`config.mk`:
```
export PLATFORM = sky130hd
export DESIGN_NAME = rgbcm_cfg
export DESIGN_NICKNAME = d
export VERILOG_FILES = /design/src/sv/rgbcm_pkg.sv /design/src/sv/rgbcm_cfg.sv
export SDC_FILE = /design/constraint.sdc
export NUM_CORES = 1
export LEC_CHECK = 0
export BUFFER_PORTS_ARGS = -buffer_cell sky130_fd_sc_hd__buf_2
export CORE_MARGIN = 3
export CORE_UTILIZATION = 46
export CTS_CLUSTER_DIAMETER = 30
export DETAILED_ROUTE_END_ITERATION = 8
export PLACE_DENSITY_LB_ADDON = 0.2
export SYNTH_ARGS = -nofsm -noshare
export SYNTH_HDL_FRONTEND = slang
export SYNTH_SLANG_ARGS = --single-unit
```
`constraint.sdc`:
```
create_clock -name clk_i -period 0.9 [get_ports clk_i]
set_clock_uncertainty 0.2 [all_clocks]
set_input_delay 0.18 -clock clk_i [delete_from_list [all_inputs] [get_ports clk_i]]
set_output_delay 0.18 -clock clk_i [all_outputs]
set_load 0.01 [all_outputs]
```
`src/sv/rgbcm_pkg.sv`:
```
// shared types and constants of the rgb color matrix
package rgbcm_pkg;

  localparam int unsigned CHAN_W   = 16;
  localparam int unsigned NUM_CH   = 3;
  localparam int unsigned SLOT_W   = 20;
  localparam int unsigned ROW_W    = NUM_CH * SLOT_W;
  localparam int unsigned CFG_IDX_W = 3;
  localparam int unsigned CFG_DATA_W = ROW_W;
  localparam int unsigned PROD_W   = SLOT_W + CHAN_W + 1;
  localparam int unsigned SUM_W    = PROD_W + 2;
  localparam int unsigned FRAC_W   = 16;
  localparam int unsigned OFS_SHIFT = 14;

  // register indexes of the config port
  typedef enum logic [CFG_IDX_W-1:0] {
    REG_DEPTH16   = 3'd0,
    REG_GAIN_RED  = 3'd1,
    REG_GAIN_GRN  = 3'd2,
    REG_GAIN_BLU  = 3'd3,
    REG_OFFSETS   = 3'd4
  } reg_idx_e;

  // reset values: identity matrix, zero offsets, 16-bit channels
  localparam logic [ROW_W-1:0] GAIN_RED_RST = 60'd65536;
  localparam logic [ROW_W-1:0] GAIN_GRN_RST = 60'd65536 << SLOT_W;
  localparam logic [ROW_W-1:0] GAIN_BLU_RST = 60'd65536 << (2 * SLOT_W);

  localparam logic [CHAN_W-1:0] MAX_8  = 16'd255;
  localparam logic [CHAN_W-1:0] MAX_16 = 16'd65535;

  typedef struct packed {
    logic                          depth16;
    logic [NUM_CH-1:0][ROW_W-1:0]  gain_rows;
    logic [ROW_W-1:0]              offsets;
  } cfg_t;

  // pipeline advance strobes shared by all lanes
  typedef struct packed {
    logic adv_mul;
    logic adv_sum;
    logic adv_rnd;
  } pipe_ctl_t;

endpackage

```
`src/sv/rgbcm_cfg.sv`:
```
// configuration register file of the color matrix
module rgbcm_cfg (
  input  logic                                clk_i,
  input  logic                                rst_ni,
  input  logic                                cfg_we_i,
  input  logic [rgbcm_pkg::CFG_IDX_W-1:0]     cfg_idx_i,
  input  logic [rgbcm_pkg::CFG_DATA_W-1:0]    cfg_data_i,
  output rgbcm_pkg::cfg_t                     cfg_o
);
  import rgbcm_pkg::*;

  cfg_t cfg_q, cfg_d;

  // decode register writes
  always_comb begin
    cfg_d = cfg_q;
    if (cfg_we_i) begin
      case (reg_idx_e'(cfg_idx_i))
        REG_DEPTH16:  cfg_d.depth16      = cfg_data_i[0];
        REG_GAIN_RED: cfg_d.gain_rows[0] = cfg_data_i;
        REG_GAIN_GRN: cfg_d.gain_rows[1] = cfg_data_i;
        REG_GAIN_BLU: cfg_d.gain_rows[2] = cfg_data_i;
        REG_OFFSETS:  cfg_d.offsets      = cfg_data_i;
        default: ;
      endcase
    end
  end

  always_ff @(posedge clk_i or negedge rst_ni) begin
    if (!rst_ni) begin
      cfg_q.depth16      <= 1'b1;
      cfg_q.gain_rows[0] <= GAIN_RED_RST;
      cfg_q.gain_rows[1] <= GAIN_GRN_RST;
      cfg_q.gain_rows[2] <= GAIN_BLU_RST;
      cfg_q.offsets      <= '0;
    end else begin
      cfg_q <= cfg_d;
    end
  end

  assign cfg_o = cfg_q;

endmodule

```
Word level (Yosys, flattened, before mapping):

Cells that the tools add are included.

* flip-flop bits (word level): 241
* input port bits: 66
* word-level logic and storage cells: 15

* reduce and logical (&&, ||, !) cells: 6
* equality and inequality tests: 4

Operators by type and width (count)
* $reduce_and 2->1: 5
* $eq 3x2->1 const B: 2
* $eq 3x1->1 const B: 1
* $eq 3x3->1 const B: 1
* $logic_not 3->1: 1

Logic depth before layout (Yosys ltp):

* depth in word-level cells: 2
* depth in mapped cells: 4
* depth with buffers taken out: 2

Worst setup path after synthesis:

OpenSTA, ideal clock, no wires.

* kind: in2reg
* from: in cfg_idx_i[0] (netlist bit)
* to: reg cfg_q, in the netlist cfg_o[0]
* stages: 4
* library setup time: 0.125 ns
* setup slack: -0.458 ns
* data arrival time: 1.033 ns
* cell sequence: and4bb_1 -> buf_4 -> buf_6 -> mux2_4

* word-level cells in the longest chain between the ends: 2

Ends and longest elaborated chain
* start: declaration: line rgbcm_cfg.sv:6 `input logic [rgbcm_pkg::CFG_IDX_W-1:0] cfg_idx_i,`
* $eq 3x3->1: line rgbcm_cfg.sv:18 `case (reg_idx_e'(cfg_idx_i))`
* $reduce_and 2->1 (no line)
* end signal: assignment: line rgbcm_cfg.sv:37 `cfg_q <= cfg_d;`
* end: declaration: line rgbcm_cfg.sv:12 `cfg_t cfg_q, cfg_d;`

No other way between the ends.
A chain may end at the register's enable or synchronous reset.

Worst setup path after layout:

* from: reg cfg_q, in the netlist cfg_o[236]
* to: out cfg_o[236] (netlist bit)

RTL lines
* end: declaration: line rgbcm_cfg.sv:8 `output rgbcm_pkg::cfg_t cfg_o`

No word-level cell between the ends.

==> results by group <==
Outcome
  • Status: complete, but fails checks
  • Failing checks: negative hold slack, negative setup slack

STA
  • Slew @ Worst Pin: between 200 and 250 ps
  • Final period util: 175%
  • Unrepaired setup endpoints after global routing: true
  • Fin. Hold Viols: 150
  • Tmin final: around 1600 ps
  • Min setup slack post-route: -679 ps
  • Setup TNS: -193430 ps
  • Final hold slack: -262 ps
  • Max Freq: ~630 MHz
  • Final setup violation count: between 400 and 500
  • Max-slew headroom: 84.4%
  • Slew Viols, Final: 0

Drt
  • Drt pass-1 iters: 4
  • Routed WL: between 30000 and 40000 um
  • Post-DRT Antenna Nets: 0
  • Iter 0 DRT Violations: approximately 310
  • DR vias/cell: ~5
  • Vias: between 7000 and 8000
  • Avg WL per Cell: 26.2 um
  • Detailed-route DRC error count: 0

GRT
  • GRT Overall Usage: between 20 and 30%
  • Pin count of the biggest net entering global routing: 32
  • Initial antenna violation count: 1
  • First-pass GRT wire length: 49500 um
  • Number of global-route vias before repair: roughly 8000
  • GR Overflow Total: 0

CTS
  • CTS tree: done
  • Hold buffer count at cts: 28
  • Clk sinks: 241
  • Num CTS Buffers: 50
  • Worst-path clk slew: around 50 ps
  • Worst skew pair latency: 540 ps
  • Htree depth: 2
  • Root buf cell: clkbuf_16
  • Max Root-Sink Buffers: 3

Placed design
  • DP HPWL: around 18000 um
  • Port-buffer cells: around 310
  • Gp weighted congestion: approximately 0.80

Worst setup path
  • Worst path bufs/invs: 1
  • Top delay family on crit path: flip-flops
  • CP Capture Type: output pin
  • Setup crit start kind: flip-flop
  • Worst-path fanout max: 2
  • Crit-path max cell delay: about 560 ps
  • Worst EP arrival: 1200 ps
  • CP max-delay cell: dfstp_2
  • CP required: between 500 and 600 ps
  • Crit-path cells: buf_6
  • WS Path Type: reg -> out

Min path
  • Hold Crit Class: in -> reg

Final layout
  • Sequential Area: a little over 6000 um2
  • Area of the multi-input gates: between 3000 and 4000 um2
  • Share of layout cells above drive strength 1: approximately 77%
  • Max FFs per register: between 200 and 250
  • Final Util: between 80% and 90%
  • Most common cell after layout, fill and taps aside: mux2_4
  • Layout area overhead: 82.1%
  • Commonest cells after routing, fill and taps aside: mux2_4, dfrtp_1, buf_6
  • Ant diodes: 0
  • Final net count: between 1000 and 1500
  • Fillers: a little under 800

Yosys
  • Synth Cell Area: just under 10000 um2
  • Yosys warning count: 0
  • Number of library cell types mapped by synthesis: 10
  • Gate Count Post-Synth: 514
  • Syn Area/Cell: approximately 19 um2
  • Register area share after synthesis: about 62%
  • Syn Nets: 580
  • Flops & latches, synth: roughly 240

Flow run
  • Total of max-cap violations: 0

Die
  • Die area: about 23000 um2
  • Rows: 52
  • Initial Util: between 40% and 50%
  • Total core area: roughly 20000 um2
  • Die H: approximately 150 um
  • I/O pins: 307
  • Die W: approximately 150 um

Power and ir drop
  • Power Dens Cells: 2800 nW/um2
  • Peak supply drop: about 0.0024 V
  • Power consumption: a little under 50 mW
  • Pleak: 8.96 nW
## where the power goes
group	total (mW)	switching, mW	internal (mW)
registers	15.4	2.08	13.3
clock network	19.7	6.26	13.5
logic	14.5	5.13	9.38
total	49.6	13.5	36.2
## logic make-up after synthesis
group	count (synthesis)	synth area share, %
buffers and inverters	27	2.62
DFF	241	62.0
and+or+nand+nor	5	0.566
muxes	241	34.8
## layer usage
layer | global-route usage [%] | up-vias | wire length, um
met5 | 0 | - | 8
met2 | 48.1 | 377 | 19700
met1 | 36.6 | 3895 | 14900
met4 | 8.48 | 2 | 1080
met3 | 7.82 | 89 | 2800
li1 | - | 3128 | -
## layout make-up
| type | count | area share [%] |
|---|---|---|
| Clock buffer | 71 | 8.43 |
| Clock inverter | 22 | 1.74 |
| Multi-Input combinational cell | 246 | 20.9 |
| Sequential cell | 241 | 34.0 |
| Tap cell | 270 | 1.91 |
| Timing Repair Buffer | 621 | 33.0 |
## cells in the mapped netlist
| library cell | n | area, um2 |
|---|---|---|
| and4bb_1 | 3 | 37.5 |
| buf_2 | 6 | 30.0 |
| buf_4 | 3 | 22.5 |
| buf_6 | 18 | 203 |
| dfrtp_1 | 237 | 5930 |
| dfstp_2 | 4 | 105 |
| mux2_2 | 61 | 687 |
| mux2_4 | 180 | 2700 |
| nand4b_1 | 1 | 8.76 |
| nor4b_1 | 1 | 8.76 |
## path summary, 6_finish.rpt
path	start	to	slack (ps)	cells past startpoint
hold reg to reg	cfg_o[200]	cfg_o[200]	300	1
min in group asynchronous	rst_ni	cfg_o[32]	-30	3
setup / recovery	cfg_o[236]	cfg_o[236]	-680	1
hold / removal	cfg_data_i[49]	cfg_o[109]	-260	2
setup reg to reg	cfg_o[127]	cfg_o[127]	-360	3
max in group asynchronous	rst_ni	cfg_o[182]	100	4
## repair_timing
action	4_1_cts	5_1_grt
pin swaps	4	3
setup buffers	156	139
resized for setup	225	171
gates cloned	21	1
setup endpoints to repair	482	482
hold endpoints to repair	482	154
## stage by stage
step,cell area (um2),hold WS (ps),worst slack (ps),cells
finish,17700,-262,-679,1471
global route,17700,-266,-699,1471
CTS,16800,-278,-680,1403
detailed placement,12000,-87.1,-781,1105
global placement,12000,-87.4,-764,1105
floorplan,9800,-316,-455,514
(Power assumes the default switching activity.)
