===== src/sv/rgbcm_pkg.sv =====
// shared types and constants of the rgb color matrix
package rgbcm_pkg;

  localparam int unsigned CHAN_W   = 16;
  localparam int unsigned NUM_CH   = 3;
  localparam int unsigned SLOT_W   = 20;
  localparam int unsigned ROW_W    = NUM_CH * SLOT_W;
  localparam int unsigned CFG_IDX_W = 3;
  localparam int unsigned CFG_DATA_W = ROW_W;
  localparam int unsigned PROD_W   = SLOT_W + CHAN_W + 1;
  localparam int unsigned SUM_W    = PROD_W + 2;
  localparam int unsigned FRAC_W   = 16;
  localparam int unsigned OFS_SHIFT = 14;

  // register indexes of the config port
  typedef enum logic [CFG_IDX_W-1:0] {
    REG_DEPTH16   = 3'd0,
    REG_GAIN_RED  = 3'd1,
    REG_GAIN_GRN  = 3'd2,
    REG_GAIN_BLU  = 3'd3,
    REG_OFFSETS   = 3'd4
  } reg_idx_e;

  // reset values: identity matrix, zero offsets, 16-bit channels
  localparam logic [ROW_W-1:0] GAIN_RED_RST = 60'd65536;
  localparam logic [ROW_W-1:0] GAIN_GRN_RST = 60'd65536 << SLOT_W;
  localparam logic [ROW_W-1:0] GAIN_BLU_RST = 60'd65536 << (2 * SLOT_W);

  localparam logic [CHAN_W-1:0] MAX_8  = 16'd255;
  localparam logic [CHAN_W-1:0] MAX_16 = 16'd65535;

  typedef struct packed {
    logic                          depth16;
    logic [NUM_CH-1:0][ROW_W-1:0]  gain_rows;
    logic [ROW_W-1:0]              offsets;
  } cfg_t;

  // pipeline advance strobes shared by all lanes
  typedef struct packed {
    logic adv_mul;
    logic adv_sum;
    logic adv_rnd;
  } pipe_ctl_t;

endpackage


===== src/sv/rgbcm_if.sv =====


interface rgbcm_out_if;
  import rgbcm_pkg::*;
  logic              valid;
  logic              ready;
  logic [CHAN_W-1:0] red_out;
  logic [CHAN_W-1:0] green_out;
  logic [CHAN_W-1:0] blue_out;

  modport source (output valid, output red_out, output green_out, output blue_out,
                  input ready);
  modport sink (input valid, input red_out, input green_out, input blue_out,
                output ready);
endinterface


===== src/sv/rgbcm_merge.sv =====
// gathers the three lane results into the registered output word
module rgbcm_merge (
  input  logic                                              clk_i,
  input  logic                                              rst_ni,
  input  logic                                              valid_i,
  input  logic [rgbcm_pkg::NUM_CH-1:0][rgbcm_pkg::CHAN_W-1:0] res_i,
  output logic                                              take_o,
  rgbcm_out_if.source                                       out_ch
);
  import rgbcm_pkg::*;

  logic                          valid_q;
  logic [NUM_CH-1:0][CHAN_W-1:0] word_q;

  // output register frees up when empty or when the word is taken
  assign take_o = !valid_q || out_ch.ready;

  always_ff @(posedge clk_i or negedge rst_ni) begin
    if (!rst_ni) begin
      valid_q <= 1'b0;
    end else if (take_o) begin
      valid_q <= valid_i;
    end
  end

  always_ff @(posedge clk_i) begin
    if (take_o && valid_i) begin
      word_q <= res_i;
    end
  end

  assign out_ch.valid     = valid_q;
  assign out_ch.red_out   = word_q[0];
  assign out_ch.green_out = word_q[1];
  assign out_ch.blue_out  = word_q[2];

endmodule

===== src/flat_wrapper.sv =====
// flat-port wrapper written by rule: the top's interface ports become plain ports
module rgbcm_merge_flat import rgbcm_pkg::*;
  (clk_i, rst_ni, valid_i, res_i, take_o, out_ch_valid, out_ch_red_out, out_ch_green_out, out_ch_blue_out, out_ch_ready);
  rgbcm_out_if out_ch_i ();
  input  logic clk_i;
  input  logic rst_ni;
  input  logic valid_i;
  input  logic [rgbcm_pkg::NUM_CH-1:0][rgbcm_pkg::CHAN_W-1:0] res_i;
  output logic take_o;
  output wire logic [$bits(out_ch_i.valid)-1:0] out_ch_valid;
  output wire logic [$bits(out_ch_i.red_out)-1:0] out_ch_red_out;
  output wire logic [$bits(out_ch_i.green_out)-1:0] out_ch_green_out;
  output wire logic [$bits(out_ch_i.blue_out)-1:0] out_ch_blue_out;
  input wire logic [$bits(out_ch_i.ready)-1:0] out_ch_ready;
  assign out_ch_valid = out_ch_i.valid;
  assign out_ch_red_out = out_ch_i.red_out;
  assign out_ch_green_out = out_ch_i.green_out;
  assign out_ch_blue_out = out_ch_i.blue_out;
  assign out_ch_i.ready = out_ch_ready;
  rgbcm_merge u_core (.clk_i(clk_i), .rst_ni(rst_ni), .valid_i(valid_i), .res_i(res_i), .take_o(take_o), .out_ch(out_ch_i));
endmodule

===== config.mk =====
export PLATFORM = sky130hd
export DESIGN_NAME = rgbcm_merge_flat
export DESIGN_NICKNAME = d
export VERILOG_FILES = /design/src/sv/rgbcm_pkg.sv /design/src/sv/rgbcm_if.sv /design/src/sv/rgbcm_merge.sv /design/src/flat_wrapper.sv
export SDC_FILE = /design/constraint.sdc
export NUM_CORES = 1
export LEC_CHECK = 0
export CAP_MARGIN = 25
export CORE_UTILIZATION = 28
export DETAILED_ROUTE_END_ITERATION = 12
export DONT_BUFFER_PORTS = 1
export GPL_ROUTABILITY_DRIVEN = 0
export HOLD_SLACK_MARGIN = 0.05
export PLACE_DENSITY = 0.48
export SKIP_LAST_GASP = 1
export SYNTH_ARGS = -nofsm -noshare
export SYNTH_HDL_FRONTEND = slang
export SYNTH_SLANG_ARGS = --single-unit

===== constraint.sdc =====
create_clock -name clk_i -period 3.62 [get_ports clk_i]
set_input_delay 0.362 -clock clk_i [delete_from_list [all_inputs] [get_ports clk_i]]
set_output_delay 0.362 -clock clk_i [all_outputs]
set_load 0.05 [all_outputs]

# == After elaboration in Yosys (flattened, before gate mapping) ==
# Index checks and enable logic that the tools add are counted.
# totals
register_bits,49
wordCells,7
# op_classes
n_reduce_logical,3
# op_table
op,count
1-bit logical AND,1
1-bit logical NOT,1
1-bit logical OR,1

# == Depth between registers and ports, before layout ==
# logic_depth
word_depth,3
depth_mapped,2
ltp_nobuf,2

# == Least setup slack after synthesis ==
# Ideal clock, no wire load.
# synth_timing
path_kind,register to register
start,register u_core.valid_q (netlist: u_core.out_ch.valid)
end,"register u_core.word_q, in the netlist u_core.out_ch.blue_out[0] (enable)"
setup_ns,0.367
arrival_time_ns,1.313
t_required_ns,3.253
slack_ns,1.940
stages_incl_launch_ff,3
synth_period_minus_slack_ns,1.680
path_cell_list,dfrtp_1 > nand2b_4 > and2_4
# synth_between
elab_chain_len,3
# synth_rtl
element,line,text
from (decl),rgbcm_merge.sv:12,logic valid_q;
from (signal assigned),rgbcm_merge.sv:22,valid_q <= valid_i;
1-bit logical NOT,rgbcm_merge.sv:16,assign take_o = !valid_q || out_ch.ready;
1-bit logical OR,rgbcm_merge.sv:16,
net take_o,flat_wrapper.sv:9,output logic take_o;
1-bit logical AND,rgbcm_merge.sv:27,if (take_o && valid_i) begin
to (signal assigned),rgbcm_merge.sv:28,word_q <= res_i;
to (decl),rgbcm_merge.sv:13,logic [NUM_CH-1:0][CHAN_W-1:0] word_q;
# The timed path passes the listed nets, and every way through them passes these cells.
# A chain may end at the register's enable or synchronous reset.

# == Final worst setup path ==
# layout_timing
start,register u_core.valid_q (netlist: u_core.out_ch.valid)
end,"register u_core.word_q, in the netlist u_core.out_ch.green_out[7] (enable)"
# The elaborated chain is that of the path after synthesis.

==> run_results.csv <==
group,metric,value,unit
placement,place_area,1580,µm²
drt,via_per_inst,4.24,
finish,stdcell_area,1680,µm²
yosys,yosysSeqAreaShare,0.981,
yosys,ys_types,5,
sta,rsz0062_at_grt,"false",
worst_setup_path,crit_type,"reg2reg",
clock_tree,numClockSinks,49,
finish,mostFrequentLayoutCell,"edfxtp_1",
hold_path,holdCritPathClass,"in2reg",
drt,wl_met2,1230,µm
clock_tree,cts_tree,"done",
yosys,synth_top_family_by_area,"simple AND/OR/NAND/NOR gates",
sta,holdWs,153,ps
drt,drc,0,
yosys,ys_seq_elements,49,
worst_setup_path,reg2reg_setup_slack,1780,ps
worst_setup_path,worstPathRequired,3550,ps
sta,drv_slew,0,
power_and_ir_drop,powerDensity,659,nW/µm²
worst_setup_path,crit_end,"u_core.out_ch.green_out[7]$_DFFE_PP_",
yosys,synth_compound_area_frac,0,
die,initial_core_util,0.291,
yosys,yosys.area_share.simple,0.0192,
outcome,status,"finished clean",
global_route,grt_max_degree,49,
global_route,antenna_found_initial,0,
sta,fin_crit,1840,ps
global_route,grt_pass1_vias,564,
drt,wl,2380,µm
global_route,overflow,0,
job,cap_violations,0,
yosys,syn_inst,52,
clock_tree,h-tree-depth,2,
die,fp.coreArea,5140,µm²
finish,utilization,0.327,
drt,route.met3.wl,289,µm
finish,nets,112,
power_and_ir_drop,power,1110,µW
worst_setup_path,crit_start,"u_core.out_ch.valid$_DFFE_PN0P_",
worst_setup_path,worst-r2r-cell-count,2,
yosys,syn-cell-area,1500,µm²
worst_setup_path,crit_fanout,48,
placement,io_buffers,0,
sta,period_share,0.508,
die,rows,26,
power_and_ir_drop,static-leakage-power,0.000530,µW
yosys,syn_avg_cell_area,28.8,µm²
worst_setup_path,end_kind,"flip-flop",
die,die_w,75.1,µm
sta,setup_tns,0,ps
drt,vias,556,
drt,wirelength_met1,816,µm
yosys,synthXorXnorAreaFrac,0,
drt,drtIter0Drc,45,
die,die_y,75.1,µm
drt,highest_layer,"met4",
global_route,grtUsageTotal,0.0889,
clock_tree,clk_latency,290,ps
sta,finClkSkew,7.76,ps
drt,dr.pass1.iters,2,
clock_tree,cts.reportedPaths.clkPinSlew,90,ps
yosys,synth_mux_area_frac,0,
worst_setup_path,startpoint_type,"flip-flop",
worst_setup_path,cp.arrival,1770,ps
sta,tightest_slew,600,ps
sta,max_slew_margin,0.600,
worst_setup_path,reg2reg_to,"u_core.out_ch.green_out[7]$_DFFE_PP_",
die,io_pins,102,
sta,max_freq,544,MHz
drt,ant_nets,0,
drt,wl_per_cell,18.1,µm
clock_tree,cts_buffers,5,
clock_tree,ctsLongestPathBuffers,2,
worst_setup_path,r2r-start,"u_core.out_ch.valid$_DFFE_PN0P_",
clock_tree,clock-root-buffer,"clkbuf_8",
yosys,synth_nets,104,
finish,syn_to_final_growth,12.5,%
yosys,yosys.area_share.adder,0,
sta,finalHoldViolations,0,
sta,setup_viol,0,
die,dieArea,5640,µm²
global_route,grt_pass1_wl,3270,µm
power_and_ir_drop,vdd_drop_max,0.000242,V
finish,num_antenna_cells,0,
finish,mostFrequentLayoutCells,"edfxtp_1, clkbuf_8",
finish,drive_gt1_frac,0.148,
yosys,ys_warn_count,0,
[where the power goes]
group	internal [µW]	switching [µW]	leakage, µW
combinational	3.17	16.5	0.0000202
sequential	663	115	0.000468
clock	136	173	0.0000422
[state kept, by name (all words and copies together) (netlist names)]
signal / cells
u_core.out_ch.blue_out: 16
u_core.out_ch.green_out: 16
u_core.out_ch.red_out: 16
u_core.out_ch.valid: 1
[stage by stage]
step,std cells,setup WS [ps]
after floorplan,52,1940
after global placement,122,1810
after detailed placement,122,1790
after CTS,131,1770
after global routing,131,1700
final,131,1780
[final cells by class]
class	count	area [µm²]
clock inverters	3	20.0
well taps	70	87.6
multi-input cells	3	28.8
repair buffers	1	10.0
flip-flops and latches	49	1470
clock buffers	5	68.8
fillers	512	3460
[timing repair]
action | in CTS | in global routing
endpoints found under the hold margin | 1 | 0
buffers inserted | 0 | 0
gates resized for setup | 0 | 0
hold buffers | 1 | 0
[synth_stat cells (all sizes together)]
cell	n	area share
edfxtp	48	0.96
nand2b	2	0.013
and2	1	0.0059
dfrtp	1	0.017
[critical path: stages, from the launching register on]
cell and delay (ps):
dfrtp_1 590, nand2b_4 280, and2_4 580
[cell families (layout without fill, tap and decap cells)]
family / Yosys count / after routing
simple gates: 3 / 3
flops: 49 / 49
buf+inv: 0 / 9
[per-layer routing]
layer / track usage / vias up
met3: 0.0683 / 5
li1: - / 220
met2: 0.138 / 57
met5: 0 / -
met1: 0.0866 / 274
met4: 0.0440 / 0
[worst min-delay path by stage]
stage	startpoint	endpoint	slack (ps)	depth (start not counted)
global route	res_i[18]	u_core.out_ch.green_out[2]$_DFFE_PP_	130	0
global placement	rst_ni	u_core.out_ch.valid$_DFFE_PN0P_	70	0
floorplan	rst_ni	u_core.out_ch.valid$_DFFE_PN0P_	70	0
finish	res_i[20]	u_core.out_ch.green_out[4]$_DFFE_PP_	150	0
CTS	res_i[13]	u_core.out_ch.red_out[13]$_DFFE_PP_	140	0
detailed placement	rst_ni	u_core.out_ch.valid$_DFFE_PN0P_	70	0
(Power assumes the default switching activity.)
