<file path="src/sv/rgbcm_pkg.sv">
// shared types and constants of the rgb color matrix
package rgbcm_pkg;

  localparam int unsigned CHAN_W   = 16;
  localparam int unsigned NUM_CH   = 3;
  localparam int unsigned SLOT_W   = 20;
  localparam int unsigned ROW_W    = NUM_CH * SLOT_W;
  localparam int unsigned CFG_IDX_W = 3;
  localparam int unsigned CFG_DATA_W = ROW_W;
  localparam int unsigned PROD_W   = SLOT_W + CHAN_W + 1;
  localparam int unsigned SUM_W    = PROD_W + 2;
  localparam int unsigned FRAC_W   = 16;
  localparam int unsigned OFS_SHIFT = 14;

  // register indexes of the config port
  typedef enum logic [CFG_IDX_W-1:0] {
    REG_DEPTH16   = 3'd0,
    REG_GAIN_RED  = 3'd1,
    REG_GAIN_GRN  = 3'd2,
    REG_GAIN_BLU  = 3'd3,
    REG_OFFSETS   = 3'd4
  } reg_idx_e;

  // reset values: identity matrix, zero offsets, 16-bit channels
  localparam logic [ROW_W-1:0] GAIN_RED_RST = 60'd65536;
  localparam logic [ROW_W-1:0] GAIN_GRN_RST = 60'd65536 << SLOT_W;
  localparam logic [ROW_W-1:0] GAIN_BLU_RST = 60'd65536 << (2 * SLOT_W);

  localparam logic [CHAN_W-1:0] MAX_8  = 16'd255;
  localparam logic [CHAN_W-1:0] MAX_16 = 16'd65535;

  typedef struct packed {
    logic                          depth16;
    logic [NUM_CH-1:0][ROW_W-1:0]  gain_rows;
    logic [ROW_W-1:0]              offsets;
  } cfg_t;

  // pipeline advance strobes shared by all lanes
  typedef struct packed {
    logic adv_mul;
    logic adv_sum;
    logic adv_rnd;
  } pipe_ctl_t;

endpackage

</file>
<file path="src/sv/rgbcm_lane.sv">
// one output channel: three products, sum with offset, round and saturate
module rgbcm_lane (
  input  logic                                      clk_i,
  input  rgbcm_pkg::pipe_ctl_t                      ctl_i,
  input  logic                                      depth16_i,
  input  logic [rgbcm_pkg::NUM_CH-1:0][rgbcm_pkg::CHAN_W-1:0] samples_i,
  input  logic [rgbcm_pkg::ROW_W-1:0]               gain_row_i,
  input  logic [rgbcm_pkg::SLOT_W-1:0]              offset_i,
  output logic [rgbcm_pkg::CHAN_W-1:0]              res_o
);
  import rgbcm_pkg::*;

  logic signed [PROD_W-1:0] prod_q [NUM_CH];
  logic signed [SUM_W-1:0]  sum_q, sum_d;
  logic [CHAN_W-1:0]        res_q, res_d;

  // stage 1: mask samples by depth, one multiplier per input channel
  for (genvar k = 0; k < NUM_CH; k++) begin : g_mul
    logic [CHAN_W-1:0]        smp;
    logic signed [SLOT_W-1:0] gain;
    logic signed [CHAN_W:0]   smp_s;
    logic signed [PROD_W-1:0] prod_d;

    assign smp    = depth16_i ? samples_i[k] : {8'd0, samples_i[k][7:0]};
    assign gain   = signed'(gain_row_i[k*SLOT_W +: SLOT_W]);
    assign smp_s  = signed'({1'b0, smp});
    assign prod_d = PROD_W'(gain * smp_s);

    always_ff @(posedge clk_i) begin
      if (ctl_i.adv_mul) begin
        prod_q[k] <= prod_d;
      end
    end
  end

  // stage 2: add the products and the scaled offset
  always_comb begin
    logic signed [SUM_W-1:0] ofs;
    ofs   = signed'({{(SUM_W-SLOT_W-OFS_SHIFT){offset_i[SLOT_W-1]}}, offset_i,
                     {OFS_SHIFT{1'b0}}});
    sum_d = SUM_W'(prod_q[0]) + SUM_W'(prod_q[1]) + SUM_W'(prod_q[2]) + ofs;
  end

  always_ff @(posedge clk_i) begin
    if (ctl_i.adv_sum) begin
      sum_q <= sum_d;
    end
  end

  // stage 3: round half to even, clamp to the channel range
  always_comb begin
    logic [SUM_W-FRAC_W-1:0] q;
    logic [FRAC_W-1:0]       frac;
    logic                    up;
    logic [SUM_W-FRAC_W:0]   qr;
    logic [CHAN_W-1:0]       maxv;
    q    = sum_q[SUM_W-1:FRAC_W];
    frac = sum_q[FRAC_W-1:0];
    up   = (frac > 16'h8000) || ((frac == 16'h8000) && q[0]);
    qr   = {1'b0, q} + (SUM_W-FRAC_W+1)'(up);
    maxv = depth16_i ? MAX_16 : MAX_8;
    if (sum_q[SUM_W-1] || (sum_q == '0)) begin
      res_d = '0;
    end else if (qr > (SUM_W-FRAC_W+1)'(maxv)) begin
      res_d = maxv;
    end else begin
      res_d = qr[CHAN_W-1:0];
    end
  end

  always_ff @(posedge clk_i) begin
    if (ctl_i.adv_rnd) begin
      res_q <= res_d;
    end
  end

  assign res_o = res_q;

endmodule

</file>
<file path="config.mk">
export PLATFORM = sky130hd
export DESIGN_NAME = rgbcm_lane
export DESIGN_NICKNAME = d
export VERILOG_FILES = /design/src/sv/rgbcm_pkg.sv /design/src/sv/rgbcm_lane.sv
export SDC_FILE = /design/constraint.sdc
export NUM_CORES = 2
export LEC_CHECK = 0
export ABC_AREA = 1
export BUFFER_PORTS_ARGS = -buffer_cell sky130_fd_sc_hd__buf_4
export CAP_MARGIN = 20
export CORE_ASPECT_RATIO = 1.1
export CORE_MARGIN = 8
export CORE_UTILIZATION = 60
export CTS_BUF_LIST = sky130_fd_sc_hd__clkbuf_8
export DETAILED_ROUTE_END_ITERATION = 10
export PLACE_DENSITY = 0.77
export SETUP_SLACK_MARGIN = 0.4
export SLEW_MARGIN = 20
export SYNTH_ARGS = -nofsm -noshare
export SYNTH_HDL_FRONTEND = slang
export SYNTH_SLANG_ARGS = --single-unit
</file>
<file path="constraint.sdc">
create_clock -name clk_i -period 10 [get_ports clk_i]
set_clock_uncertainty 0.1 [all_clocks]
set_input_delay 2 -clock clk_i [delete_from_list [all_inputs] [get_ports clk_i]]
set_output_delay 2 -clock clk_i [all_outputs]
set_load 0.03 [all_outputs]
</file>
Word level (Yosys, flattened, before mapping):

Memory sizes are Yosys's and may differ from the RTL's.
Index checks and enable logic that the tools add are counted.

* $add $sub $neg: 4
* multipliers: 3
* magnitude comparators: 2
* equality and inequality tests: 1
* mux-type cells: 7
* reduce and logical (&&, ||, !) cells: 4

Operator list (count)
* 20-bit by 17-bit multiplier with 37-bit output: 3
* 16-bit two-way mux: 5
* 38-bit by 37-bit adder with 39-bit output: 1
* 39-bit by 34-bit adder with 39-bit output: 1
* 39-bit logical NOT: 1
* 37-bit by 37-bit adder with 38-bit output: 1
* 23-bit by 1-bit adder with 24-bit output: 1
* 24-bit by 16-bit > comparator with 1-bit output: 1
* 16-bit equality test (second input constant): 1
* 16-bit > comparator (second input constant): 1
* 1-bit logical OR: 2
* 1-bit two-way mux: 2
* 1-bit logical AND: 1

* flip-flop bits (word level): 55
* bits in writable memories: 111
* input port bits: 133
* memories kept: 1

Memory list
* prod_q: words 3, width 37, read ports 3, clocked after memory_dff 0, wr ports 3, line rgbcm_lane.sv:13 `logic signed [PROD_W-1:0] prod_q [NUM_CH];`

Logic depth before layout (Yosys ltp):

* depth after elaboration: 6
* depth in mapped cells: 30
* mapped depth without buffers: 28

Worst setup path after synthesis:

Ideal clock, no wire load.

* path kind: in2reg
* start: input port depth16_i
* end: memory prod_q[0][106] in the netlist's numbering (data pin)
* setup time: 0.252 ns
* arrival: 7.801 ns
* path slack: 1.847 ns
* stages on the path: 28
* buffers on the path: 3
* cells stage by stage: buf_2 -> clkbuf_1 -> nand2_1 -> inv_1 -> clkbuf_1 -> nand2_1 -> fa_1 -> inv_1 -> fa_1 -> inv_1 -> fa_1 -> inv_1 -> fa_1 -> fa_1 -> inv_1 -> fa_1 -> inv_1 -> ha_1 -> a21oi_1 -> o21ai_0 -> a21oi_1 -> nand2_1 -> a21boi_0 -> o21ai_0 -> nand2_1 -> nand2_1 -> nand2_1 -> nand2_1

RTL lines
* start, declared: line rgbcm_lane.sv:5 `input logic depth16_i,`
* end, declared: line rgbcm_lane.sv:13

==> out/summary.txt <==
Run status = finished, final reports clean
Commonest non-fill, non-tap cell in the layout = inv_1
Final min period = 8.831 ns
Total grt overflow = 0
Main area contributors after synthesis = fa_1 (44%), inv_1 (13%), edfxtp_1 (11%), nand2_1 (9.3%), ha_1 (9.1%)
Area grow syn2layout = 4.878%
TNS Setup = 0 ns
Mean Syn Cell Area = 8.434 um^2
Total Routed Length = 113900 um
Commonest cells after routing, fill and taps aside = inv_1 (1644), nand2_1 (1152), fa_1 (1025)
Relative slew slack = 33.25%
Critical path arrival = 9.01 ns
XOR/XNOR share of the synthesized area = 3.013%
Initial antenna violation count = 7
Root buffer selected by CTS = clkbuf_8
Hold Crit Depth = 2
Clk sinks = 166
Gr usage total = 27.36%
CP endpoint kind = flop
Worst-skew pair later-pin latency = 0.48 ns
Share of cells above drive strength 1 = 3.567%
Worst hold start = prod_q[0][75]
Area share of fa/ha/maj cells after synthesis = 53.21%
Vias in the first global route = 37636
Multiplexer share of the synthesized area = 0%
Starting density of the core = 60.31%
Slowest CP cell = o21ai_0
Reg2reg start = sum_q[0]
Critical path's largest stage delay = 0.58 ns
Clock tree buffer depth = 2
Initial DRC count = 2493
Detail Route Antenna Nets = 0
FF-to-FF End = res_o[9]
Yosys warning total = 0
DR pass1 iterations = 6
I/O Buffers = 148
Fmax = 0.1132 GHz
Die Y = 308 um
R2R Setup Slk = 5.59 ns
Count of different cell masters after synthesis = 39
Area leader, netlist = fa_1
Reg2Reg Depth = 24
Vias = 35017
Synthesized area = 46510 um^2
Post-Syn Nets = 7010
RSZ-0062 raised after global routing = false
Post-CTS sizing = 0
Final count of hold timing violations = 0
Num rows = 107
Main combinational cell family by area after synthesis = adder cells
Final nets = 7034
WP buf/inv = 7
CP max FO = 26
Final RePlAce weighted congestion = 0.9676
Via-to-Cell Ratio = 5.313
Hpwl dp = 99390 um
Delay-heaviest family, CP = adder cells
Postcts setup bufs = 0
Final setup viols = 0
Hold worst-path end = sum_q[1]
First-pass GRT wire length = 188600 um
Max cap viols = 0
H-tree Lvls = 4
Largest net degree at the start of global routing = 73
Hold Crit Class = reg -> reg
CP startpoint kind = input port
Cells after Synth = 5514
Yosys reg bits = 166
Num CTS Buffers = 17
Critical-path cell list = buf_4, nand2_1, inv_1, nand2_1, fa_1, inv_1, fa_1, inv_1, fa_1, inv_1, fa_1, fa_1, inv_1, fa_1, inv_1, ha_1, nand2_1, nor2_1, nand4_1, o21ai_0, a21oi_1, o21bai_1, xor2_1
Period utilization = 88.31%
Core area = 77110 um^2
Post-synthesis sequential area ratio = 10.72%
CTS tree = done
Num ports = 149
CP Class = in -> reg
Routed WL per cell = 17.28 um
Slew at the pin closest to its max-slew limit = 0.9945 ns
Die width = 281.5 um
Synth Area in Compound Gates = 4.291%
Simple-gate share of the synthesized area = 14.19%
Clock transition at path regs = 0.09 ns
Synth top area share = 44.12%
Die Area = 86690 um^2
# DRC = 0
Hold buffers post-CTS = 0
Final Max Tran Viols = 0
Worst Path Required = 10.17 ns
==> through the flow <==
stage | util (%) | instances | hold slack (ns) | area [um^2] | worst slack [ns]
floorplan | - | 5514 | 0.5803 | 46510 | 1.847
global placement | 62.73 | 6554 | 0.6261 | 48380 | 0.9871
detailed placement | 62.73 | 6554 | 0.6277 | 48380 | 0.8123
CTS | 63.24 | 6586 | 0.6475 | 48760 | 1.322
global route | 63.24 | 6586 | 0.6780 | 48760 | 0.8969
finish | 63.25 | 6591 | 0.6383 | 48780 | 1.169
==> synth_stat cells <==
cell type / count
nor3_1: 30
o311ai_0: 1
nand3_2: 3
o21ai_1: 6
nand2_2: 2
o21bai_1: 17
nand4_1: 17
nor2_1: 350
nand3_1: 87
a221oi_1: 4
edfxtp_1: 166
o211ai_1: 6
nor2_2: 5
a21oi_1: 170
o21a_1: 6
buf_2: 3
o221ai_1: 5
nand2_1: 1152
o21ai_0: 71
xnor2_1: 50
fa_1: 1025
inv_2: 3
o211a_1: 1
clkbuf_1: 141
ha_1: 338
o22ai_1: 1
xor2_1: 110
clkinv_1: 13
and3_1: 2
nor2_4: 5
a31oi_1: 17
o21ai_4: 1
nor4_1: 16
a21boi_0: 8
and2_1: 1
a21o_1: 32
nand3b_1: 3
a211oi_1: 2
inv_1: 1644
==> worst reg2reg max path, delay by kind of cell, from the launching register on <==
| kind | cells | cell delay, ns |
|---|---|---|
| AOI/OAI and AO/OA | 2 | 0.43 |
| and+or+nand+nor | 16 | 1.91 |
| buffers and inverters | 2 | 0.19 |
| DFF | 1 | 0.38 |
| xor gates and xnor gates | 1 | 0.23 |
| adders and majority gates | 3 | 0.87 |
==> worst max path at each step <==
stage | from | end | slack [ns] | cells past startpoint
final | depth16_i | prod_q[0][62] | 1.17 | 23
after global routing | depth16_i | prod_q[0][62] | 0.90 | 23
after CTS | depth16_i | prod_q[0][62] | 1.32 | 23
after detailed placement | depth16_i | prod_q[0][62] | 0.81 | 23
after global placement | depth16_i | prod_q[0][62] | 0.99 | 23
after floorplan | depth16_i | prod_q[0][106] | 1.85 | 28
==> registers in the layout (all words and copies together) (netlist names) <==
signal	flops
res_o	16
sum_q	39
prod_q	111
==> layer usage <==
layer  global-route usage [%]  wire length (um)  vias to the layer above
li1                         -                 -                    15950
met4                    7.799              3521                        6
met2                    47.21             56310                     1278
met3                    4.157              8339                      259
met1                    35.83             45690                    17524
met5                        0                40                        -
==> area by class of cell <==
| cell class | instances | area (um^2) |
|---|---|---|
| Sequential cell | 166 | 4985 |
| Clock buffer | 17 | 234.0 |
| Timing Repair Buffer | 149 | 1119 |
| Fill cell | 6759 | 28340 |
| Clock inverter | 15 | 152.6 |
| Multi-Input combinational cell | 3544 | 34750 |
| Inverter | 1660 | 6231 |
| Antenna cell | 5 | 12.51 |
| Tap cell | 1035 | 1295 |
==> cell families (layout without fill, tap and decap cells) <==
kind of cell / Yosys count / in the layout
AND/OR/NAND/NOR: 1673 / 1673
XOR/XNOR: 160 / 160
AO/OA/AOI/OAI: 348 / 348
flip-flops: 166 / 166
adder cells (fa/ha/maj): 1363 / 1363
other: 0 / 5
buffers and inverters: 1804 / 1841
Power is left out: the tool's default activity adds up to more than one toggle a clock period on the data nets, which glitch-free logic cannot reach.
